### config.mk
export PLATFORM = sky130hd
export DESIGN_NAME = range_sensor_frame_parser
export DESIGN_NICKNAME = d
export VERILOG_FILES = /design/src/rtl/rsfp_pkg.sv /design/src/rtl/rsfp_frame_eval.sv /design/src/rtl/rsfp_out_buf.sv /design/src/rtl/range_sensor_frame_parser.sv
export SDC_FILE = /design/constraint.sdc
export NUM_CORES = 1
export LEC_CHECK = 0
export BUFFER_PORTS_ARGS = -buffer_cell sky130_fd_sc_hd__buf_2
export CAP_MARGIN = 10
export CORE_UTILIZATION = 35
export CTS_CLUSTER_SIZE = 8
export DETAILED_ROUTE_END_ITERATION = 10
export PLACE_DENSITY = 0.64
export RECOVER_POWER = 25
export SLEW_MARGIN = 15
export SYNTH_ARGS = -nofsm -noshare
export SYNTH_HDL_FRONTEND = slang
export SYNTH_SLANG_ARGS = --single-unit
### constraint.sdc
create_clock -name i_clk -period 3.51 [get_ports i_clk]
set_input_delay 0.1755 -clock i_clk [delete_from_list [all_inputs] [get_ports i_clk]]
set_output_delay 0.1755 -clock i_clk [all_outputs]
set_load 0.02 [all_outputs]
### src/rtl/rsfp_pkg.sv
// shared types and constants for the range sensor frame parser
package rsfp_pkg;

    localparam int unsigned BYTE_W = 8;
    localparam int unsigned DIST_W = 16;
    localparam int unsigned TICK_W = 16;
    localparam int unsigned CFG_W  = 16;

    localparam logic [BYTE_W-1:0] HEADER_VALUE = 8'hFF;
    localparam logic [TICK_W-1:0] TICK_MAX     = 16'hFFFF;

    localparam logic [DIST_W-1:0] LOWER_LIMIT_RST  = 16'd30;
    localparam logic [TICK_W-1:0] MIN_INTERVAL_RST = 16'd100;

    // configuration register indexes
    localparam logic CFG_LOWER_LIMIT  = 1'b0;
    localparam logic CFG_MIN_INTERVAL = 1'b1;

    // input word kinds
    localparam logic ACT_BYTE = 1'b0;
    localparam logic ACT_TICK = 1'b1;

    // result status codes
    localparam logic STAT_GOOD = 1'b0;
    localparam logic STAT_CSUM = 1'b1;

    // frame position codes
    localparam logic [1:0] POS_HUNT  = 2'd0;
    localparam logic [1:0] POS_HIGH  = 2'd1;
    localparam logic [1:0] POS_LOW   = 2'd2;
    localparam logic [1:0] POS_CSUM  = 2'd3;

    typedef struct packed {
        logic              status;
        logic [DIST_W-1:0] distance_mm;
    } t_result;

endpackage

### src/rtl/rsfp_frame_eval.sv
// frame state tracking, tick counting and checksum evaluation
module rsfp_frame_eval (
    input  logic                         i_clk,
    input  logic                         i_rst_n,
    input  logic                         i_en,
    input  logic                         i_action,
    input  logic [rsfp_pkg::BYTE_W-1:0]  i_byte,
    input  logic [rsfp_pkg::DIST_W-1:0]  i_lower_limit,
    input  logic [rsfp_pkg::TICK_W-1:0]  i_min_interval,
    output logic                         o_res_valid,
    output rsfp_pkg::t_result            o_res
);

    logic [1:0]                  r_pos,   n_pos;
    logic [rsfp_pkg::BYTE_W-1:0] r_high,  n_high;
    logic [rsfp_pkg::BYTE_W-1:0] r_low,   n_low;
    logic [rsfp_pkg::TICK_W-1:0] r_ticks, n_ticks;
    logic [rsfp_pkg::DIST_W-1:0] r_held,  n_held;

    logic [rsfp_pkg::BYTE_W-1:0] sum;
    logic [rsfp_pkg::DIST_W-1:0] raw_dist;
    logic [rsfp_pkg::DIST_W-1:0] clamp_dist;
    logic                        good;
    logic                        too_early;

    assign sum        = rsfp_pkg::HEADER_VALUE + r_high + r_low;
    assign good       = (sum == i_byte);
    assign raw_dist   = {r_high, r_low};
    assign clamp_dist = (raw_dist < i_lower_limit) ? i_lower_limit : raw_dist;
    assign too_early  = (r_ticks < i_min_interval);

    always_comb begin
        n_pos       = r_pos;
        n_high      = r_high;
        n_low       = r_low;
        n_ticks     = r_ticks;
        n_held      = r_held;
        o_res_valid = 1'b0;
        o_res       = '{status: rsfp_pkg::STAT_GOOD, distance_mm: r_held};
        if (i_en) begin
            if (i_action == rsfp_pkg::ACT_TICK) begin
                if (r_ticks != rsfp_pkg::TICK_MAX) begin
                    n_ticks = r_ticks + 1'b1;
                end
            end else begin
                unique case (r_pos)
                    rsfp_pkg::POS_HUNT: begin
                        if (i_byte == rsfp_pkg::HEADER_VALUE) begin
                            n_pos = rsfp_pkg::POS_HIGH;
                        end
                    end
                    rsfp_pkg::POS_HIGH: begin
                        n_high = i_byte;
                        n_pos  = rsfp_pkg::POS_LOW;
                    end
                    rsfp_pkg::POS_LOW: begin
                        n_low = i_byte;
                        n_pos = rsfp_pkg::POS_CSUM;
                    end
                    default: begin
                        n_pos = rsfp_pkg::POS_HUNT;
                        // frames arriving before the interval has run are dropped
                        if (!too_early) begin
                            n_ticks     = '0;
                            o_res_valid = 1'b1;
                            if (good) begin
                                n_held = clamp_dist;
                                o_res  = '{status: rsfp_pkg::STAT_GOOD,
                                           distance_mm: clamp_dist};
                            end else begin
                                o_res  = '{status: rsfp_pkg::STAT_CSUM,
                                           distance_mm: r_held};
                            end
                        end
                    end
                endcase
            end
        end
    end

    always_ff @(posedge i_clk) begin
        if (!i_rst_n) begin
            r_pos   <= rsfp_pkg::POS_HUNT;
            r_high  <= '0;
            r_low   <= '0;
            r_ticks <= '0;
            r_held  <= '0;
        end else begin
            r_pos   <= n_pos;
            r_high  <= n_high;
            r_low   <= n_low;
            r_ticks <= n_ticks;
            r_held  <= n_held;
        end
    end

endmodule

### src/rtl/rsfp_out_buf.sv
// result register with a skid stage toward the output stream
module rsfp_out_buf (
    input  logic              i_clk,
    input  logic              i_rst_n,
    input  logic              i_push,
    input  rsfp_pkg::t_result i_data,
    output logic              o_space,
    output logic              o_valid,
    input  logic              i_ready,
    output rsfp_pkg::t_result o_data
);

    logic              r_main_valid, n_main_valid;
    logic              r_skid_valid, n_skid_valid;
    rsfp_pkg::t_result r_main,       n_main;
    rsfp_pkg::t_result r_skid,       n_skid;
    logic              pop;

    assign pop     = r_main_valid & i_ready;
    assign o_space = ~r_skid_valid;
    assign o_valid = r_main_valid;
    assign o_data  = r_main;

    always_comb begin
        n_main_valid = r_main_valid;
        n_skid_valid = r_skid_valid;
        n_main       = r_main;
        n_skid       = r_skid;
        if (pop) begin
            if (r_skid_valid) begin
                n_main       = r_skid;
                n_skid       = i_data;
                n_skid_valid = i_push;
            end else begin
                n_main       = i_data;
                n_main_valid = i_push;
            end
        end else if (!r_main_valid) begin
            n_main       = i_data;
            n_main_valid = i_push;
        end else if (i_push) begin
            n_skid       = i_data;
            n_skid_valid = 1'b1;
        end
    end

    always_ff @(posedge i_clk) begin
        if (!i_rst_n) begin
            r_main_valid <= 1'b0;
            r_skid_valid <= 1'b0;
        end else begin
            r_main_valid <= n_main_valid;
            r_skid_valid <= n_skid_valid;
        end
        r_main <= n_main;
        r_skid <= n_skid;
    end

endmodule

### src/rtl/range_sensor_frame_parser.sv
// range sensor frame parser: input register, frame evaluation and output buffer
//
// input stream carries one word per received uart byte or per millisecond tick:
// tuser = 1 marks a tick, tuser = 0 a byte held in tdata. frames are header 0xff,
// distance high, distance low, checksum. a frame that completes after at least
// min_interval ticks since the last evaluated frame gives one output word:
// tuser = 0 good frame, 1 checksum error; tdata = held distance in mm.
// registers: index 0 lower limit (reset 30), index 1 min interval (reset 100),
// written through i_cfg_we / i_cfg_index / i_cfg_data; the user writes them only
// while idle, the block itself does not enforce this. each word is registered in
// the input stage, its result in the output buffer; one word per cycle unless full.
// a two-deep result buffer (register plus skid) absorbs a stalled receiver;
// input tready drops only while that buffer is full and the input stage holds
// a word. reset clears frame position, tick count, held distance and buffers,
// and returns the registers to their reset values.
module range_sensor_frame_parser (
    input  logic                         i_clk,
    input  logic                         i_rst_n,
    input  logic                         i_cfg_we,
    input  logic                         i_cfg_index,
    input  logic [rsfp_pkg::CFG_W-1:0]   i_cfg_data,
    input  logic                         s_axis_tvalid,
    output logic                         s_axis_tready,
    input  logic [7:0]                   s_axis_tdata,   // [7:0] rx_byte
    input  logic [0:0]                   s_axis_tuser,   // [0] action
    output logic                         m_axis_tvalid,
    input  logic                         m_axis_tready,
    output logic [15:0]                  m_axis_tdata,   // [15:0] distance_mm
    output logic [0:0]                   m_axis_tuser    // [0] status
);

    logic [rsfp_pkg::DIST_W-1:0] r_lower_limit;
    logic [rsfp_pkg::TICK_W-1:0] r_min_interval;

    logic                        r_in_valid;
    logic                        r_in_action;
    logic [rsfp_pkg::BYTE_W-1:0] r_in_byte;

    logic              space;
    logic              advance;
    logic              res_valid;
    rsfp_pkg::t_result res;
    rsfp_pkg::t_result out_res;

    assign advance       = r_in_valid & space;
    assign s_axis_tready = ~r_in_valid | space;

    always_ff @(posedge i_clk) begin
        if (!i_rst_n) begin
            r_lower_limit  <= rsfp_pkg::LOWER_LIMIT_RST;
            r_min_interval <= rsfp_pkg::MIN_INTERVAL_RST;
        end else if (i_cfg_we) begin
            unique case (i_cfg_index)
                rsfp_pkg::CFG_LOWER_LIMIT:  r_lower_limit  <= i_cfg_data;
                rsfp_pkg::CFG_MIN_INTERVAL: r_min_interval <= i_cfg_data;
                default: ;
            endcase
        end
    end

    always_ff @(posedge i_clk) begin
        if (!i_rst_n) begin
            r_in_valid <= 1'b0;
        end else if (s_axis_tready) begin
            r_in_valid <= s_axis_tvalid;
        end
        if (s_axis_tready) begin
            r_in_action <= s_axis_tuser[0];
            r_in_byte   <= s_axis_tdata;
        end
    end

    rsfp_frame_eval u_eval (
        .i_clk          (i_clk),
        .i_rst_n        (i_rst_n),
        .i_en           (advance),
        .i_action       (r_in_action),
        .i_byte         (r_in_byte),
        .i_lower_limit  (r_lower_limit),
        .i_min_interval (r_min_interval),
        .o_res_valid    (res_valid),
        .o_res          (res)
    );

    rsfp_out_buf u_out (
        .i_clk   (i_clk),
        .i_rst_n (i_rst_n),
        .i_push  (res_valid),
        .i_data  (res),
        .o_space (space),
        .o_valid (m_axis_tvalid),
        .i_ready (m_axis_tready),
        .o_data  (out_res)
    );

    assign m_axis_tdata    = out_res.distance_mm;
    assign m_axis_tuser[0] = out_res.status;

endmodule
==> out/metrics.yaml <==
status:
  run_status: "complete, but fails checks"
  failed_checks: "capacitance limit, slew limit"
setup_path:
  worstPathMaxFanout: 8
  worstPathRequired_ns: 3.67
  reg2reg_slack_ns: 0.13
  critical_path_class: "reg2reg"
  critPathBufInv: 3
  worst_path_dominant_cell_family: "adder cells"
  timing.critical_path.to_type: "flip-flop"
  slowest_stage: "sky130_fd_sc_hd__or4_4"
  arrival_ns: 3.53
  crit_path_cell_trace: "inv_1 -> ha_1 -> inv_1 -> ha_1 -> fa_1 -> xor2_1 -> a2111oi_1 -> o2111ai_1 -> or4_4 -> buf_12 -> mux2i_2 -> o21ai_0"
  regToRegStartpoint: "u_eval.r_low[1]"
  critical_path.max_stage_delay_ns: 0.59
  r2r_cells: 12
  rr_endpoint: "u_out.o_data[1]"
  worst_setup_path_start_kind: "flip-flop"
synth:
  synth.yosys.seq_area_share_pct: 47.06
  yosys_warnings: 0
  netlist.top_cell.by_area: "sky130_fd_sc_hd__dfxtp_1"
  yosys_most_used_dff: "sky130_fd_sc_hd__dfxtp_1"
  post_synth.cell_area_avg_sq_um: 9.478
  synth.most_common_cell: "sky130_fd_sc_hd__nand2_1"
  mappedNetlistArea_sq_um: 6360
  ys_top_cells_by_area: "sky130_fd_sc_hd__dfxtp_1 27%, sky130_fd_sc_hd__edfxtp_1 20%, sky130_fd_sc_hd__ha_1 9.4%"
  post-synth-top-area-fraction_pct: 26.76
  number_of_synthesized_register_bits: 128
  synth.lib_cells_used.distinct: 46
  syn-num-nets: 751
  netlist_instances: 671
  synth.cells.most_frequent: "129 x sky130_fd_sc_hd__nand2_1, 85 x sky130_fd_sc_hd__dfxtp_1, 78 x sky130_fd_sc_hd__inv_1, 48 x sky130_fd_sc_hd__ha_1"
  synthArstFlopShare_pct: 0
  edff_count_synth: 43
clocking:
  clock-root-buffer: "sky130_fd_sc_hd__clkbuf_16"
  cts_buffer_depth: 2
  tritoncts: "built"
  cts.sinks: 128
  cts.htree.levels: 4
  post_cts_setup_bufs: 0
  clkLatencyLatePin_ns: 0.42
  clkTransAtPathRegs_ns: 0.06
  cts_inserted_buffers: 17
place:
  post-place-ws_ns: 0.05633
  placement.io_buffers: 49
  placedInstanceArea_sq_um: 6898
  finalWeightedCongestion: 0.8322
  dp_hpwl_um: 10540
routing:
  postRouteWirelength_um: 14930
  drt_first_iter_violations: 251
  via_count: 4714
  detail-route-antenna-nets: 0
  post-route-drc-count: 0
  detail_route.first_pass.iterations: 4
  drt-vias-per-instance: 4.825
  routed_wire_length_per_instance_um: 15.28
floorplanning:
  pin_count: 50
  die_ar_sq_um: 18710
  rows: 48
  core_box_area_sq_um: 17540
  initial_utilization_pct: 36.27
  chipWidth_um: 136.8
  die_y_um: 136.8
power_and_ir_drop:
  power.total_mw: 3.426
  peakVddDrop_uv: 335.0
  p_leak_nw: 3.178
  cellPowerDensity_nw_per_um2: 439.8
hold_path:
  timing.hold.worst.start: "i_cfg_data[1]"
  whs_endpoint: "r_lower_limit[1]"
  hold_class: "in2reg"
  hold-path-cell-count: 3
timing:
  fmaxAchievable_ghz: 0.2962
  hold_viol_final: 0
  fin_skew_ns: 0.009294
  finalSetupViolations: 0
  period_minus_slack_ns: 3.376
  finalMaxSlewViolations: 73
  fin_ws_ns: 0.1343
  min_period_over_period_pct: 96.17
  max_slew_margin_pct: -78.99
  final.setup.tns_ns: 0
  worst_slew_pin_slew_ns: 2.685
grt:
  grtUsageTotal_pct: 17.15
  grt_antenna_before_repair: 0
  grt_start_max_net_pins: 73
  number_of_global_route_vias_before_repair: 4723
  grt_pass1_wl_um: 24050
  global_route.overflow_total: 0
final_layout:
  finish.instance_area_sq_um: 7790
  utilization_pct: 44.42
  final_layout_size_suffix_gt1_share_pct: 15.96
  nFillCells: 1724
  finish.net_count: 819
  antennaDiodeCount: 0
  synthesis_to_finish_area_growth_pct: 22.49
job:
  timing.max_cap.violations: 1
per-stage QoR:
step,hold slack [ns],instances
detailed placement,0.3565,933
CTS,0.001064,976
global route,0.01004,977
finish,0.01839,977
global placement,0.3561,933
floorplan,0.2744,671
cell type report:
cell class                      count  area [sq um]  area share [%]
Sequential cell                   128          2994           38.44
Timing Repair Buffer               76         498.0           6.393
Tap cell                          225         281.5           3.614
Inverter                           78         292.8           3.758
Clock inverter                     15         136.4           1.751
Multi-Input combinational cell    438          3162           40.59
Clock buffer                       17         425.4           5.461
how the worst max path moves through the flow:
stage	start	to	slack, ns	cells past startpoint
2_1_floorplan	u_eval.r_low[1]	u_out.o_data[13]	0.23	14
3_3_place_gp	u_eval.r_low[1]	u_out.o_data[15]	0.16	13
3_5_place_dp	u_eval.r_low[1]	u_out.o_data[0]	0.06	13
4_1_cts	u_eval.r_low[1]	u_out.o_data[0]	0.008	13
5_1_grt	u_eval.r_low[1]	u_out.o_data[5]	-0.007	12
6_report	u_eval.r_low[1]	u_out.o_data[1]	0.13	12
flip-flops by register name, summed over array words and instances (netlist names), 8 cells and up:
register        cells
r_in_byte           8
r_lower_limit      16
r_min_interval     16
u_out.r_skid       17
u_out.o_data       17
u_eval.r_high       8
u_eval.r_low        8
u_eval.r_held      16
u_eval.r_ticks     16
placed cells by master, fill, tap and decap left out, types with 18 or more instances in the layout:
| master | count |
|---|---|
| sky130_fd_sc_hd__edfxtp_1 | 43 |
| sky130_fd_sc_hd__a21boi_0 | 43 |
| sky130_fd_sc_hd__ha_1 | 48 |
| sky130_fd_sc_hd__buf_2 | 46 |
| sky130_fd_sc_hd__dfxtp_1 | 84 |
| sky130_fd_sc_hd__nor2b_1 | 21 |
| sky130_fd_sc_hd__inv_1 | 78 |
| sky130_fd_sc_hd__clkbuf_16 | 18 |
| sky130_fd_sc_hd__o21ai_0 | 20 |
| sky130_fd_sc_hd__nand2_1 | 129 |
layer usage:
layer  GRT usage, %  wire [um]
met1          21.90       7096
met2          28.23       6998
met3          4.000        567
met4          6.044        266
met5              0          0
cell families after synthesis:
family,after synthesis,share of synthesized area [%]
AOI/OAI and AO/OA,134,14.26
xor gates and xnor gates,19,2.617
adders and majority gates,49,9.758
buffers and inverters,105,6.374
DFF,128,47.06
muxes,33,5.253
and+or+nand+nor,203,14.68
power by group:
| part | internal [mW] | switching (mW) | leakage [nW] | total [mW] |
|---|---|---|---|---|
| registers | 1.55 | 0.0183 | 1.15 | 1.57 |
| clock network | 0.977 | 0.713 | 0.254 | 1.69 |
| logic | 0.0732 | 0.0966 | 1.77 | 0.170 |
worst reg2reg max path: stages (launching register included):
cell and delay [ns]:
sky130_fd_sc_hd__dfxtp_1 0.35, sky130_fd_sc_hd__inv_1 0.06, sky130_fd_sc_hd__ha_1 0.27, sky130_fd_sc_hd__inv_1 0.04, sky130_fd_sc_hd__ha_1 0.21, sky130_fd_sc_hd__fa_1 0.45
sky130_fd_sc_hd__xor2_1 0.15, sky130_fd_sc_hd__a2111oi_1 0.29, sky130_fd_sc_hd__o2111ai_1 0.20, sky130_fd_sc_hd__or4_4 0.59, sky130_fd_sc_hd__buf_12 0.19, sky130_fd_sc_hd__mux2i_2 0.22
sky130_fd_sc_hd__o21ai_0 0.10
repair_timing:
action | in CTS | in global routing
setup endpoints to repair | 0 | 46
resized for setup | 0 | 40
hold buffers | 11 | 0
hold endpoints to repair | 11 | 0
Power figures use the tool's default switching activity.
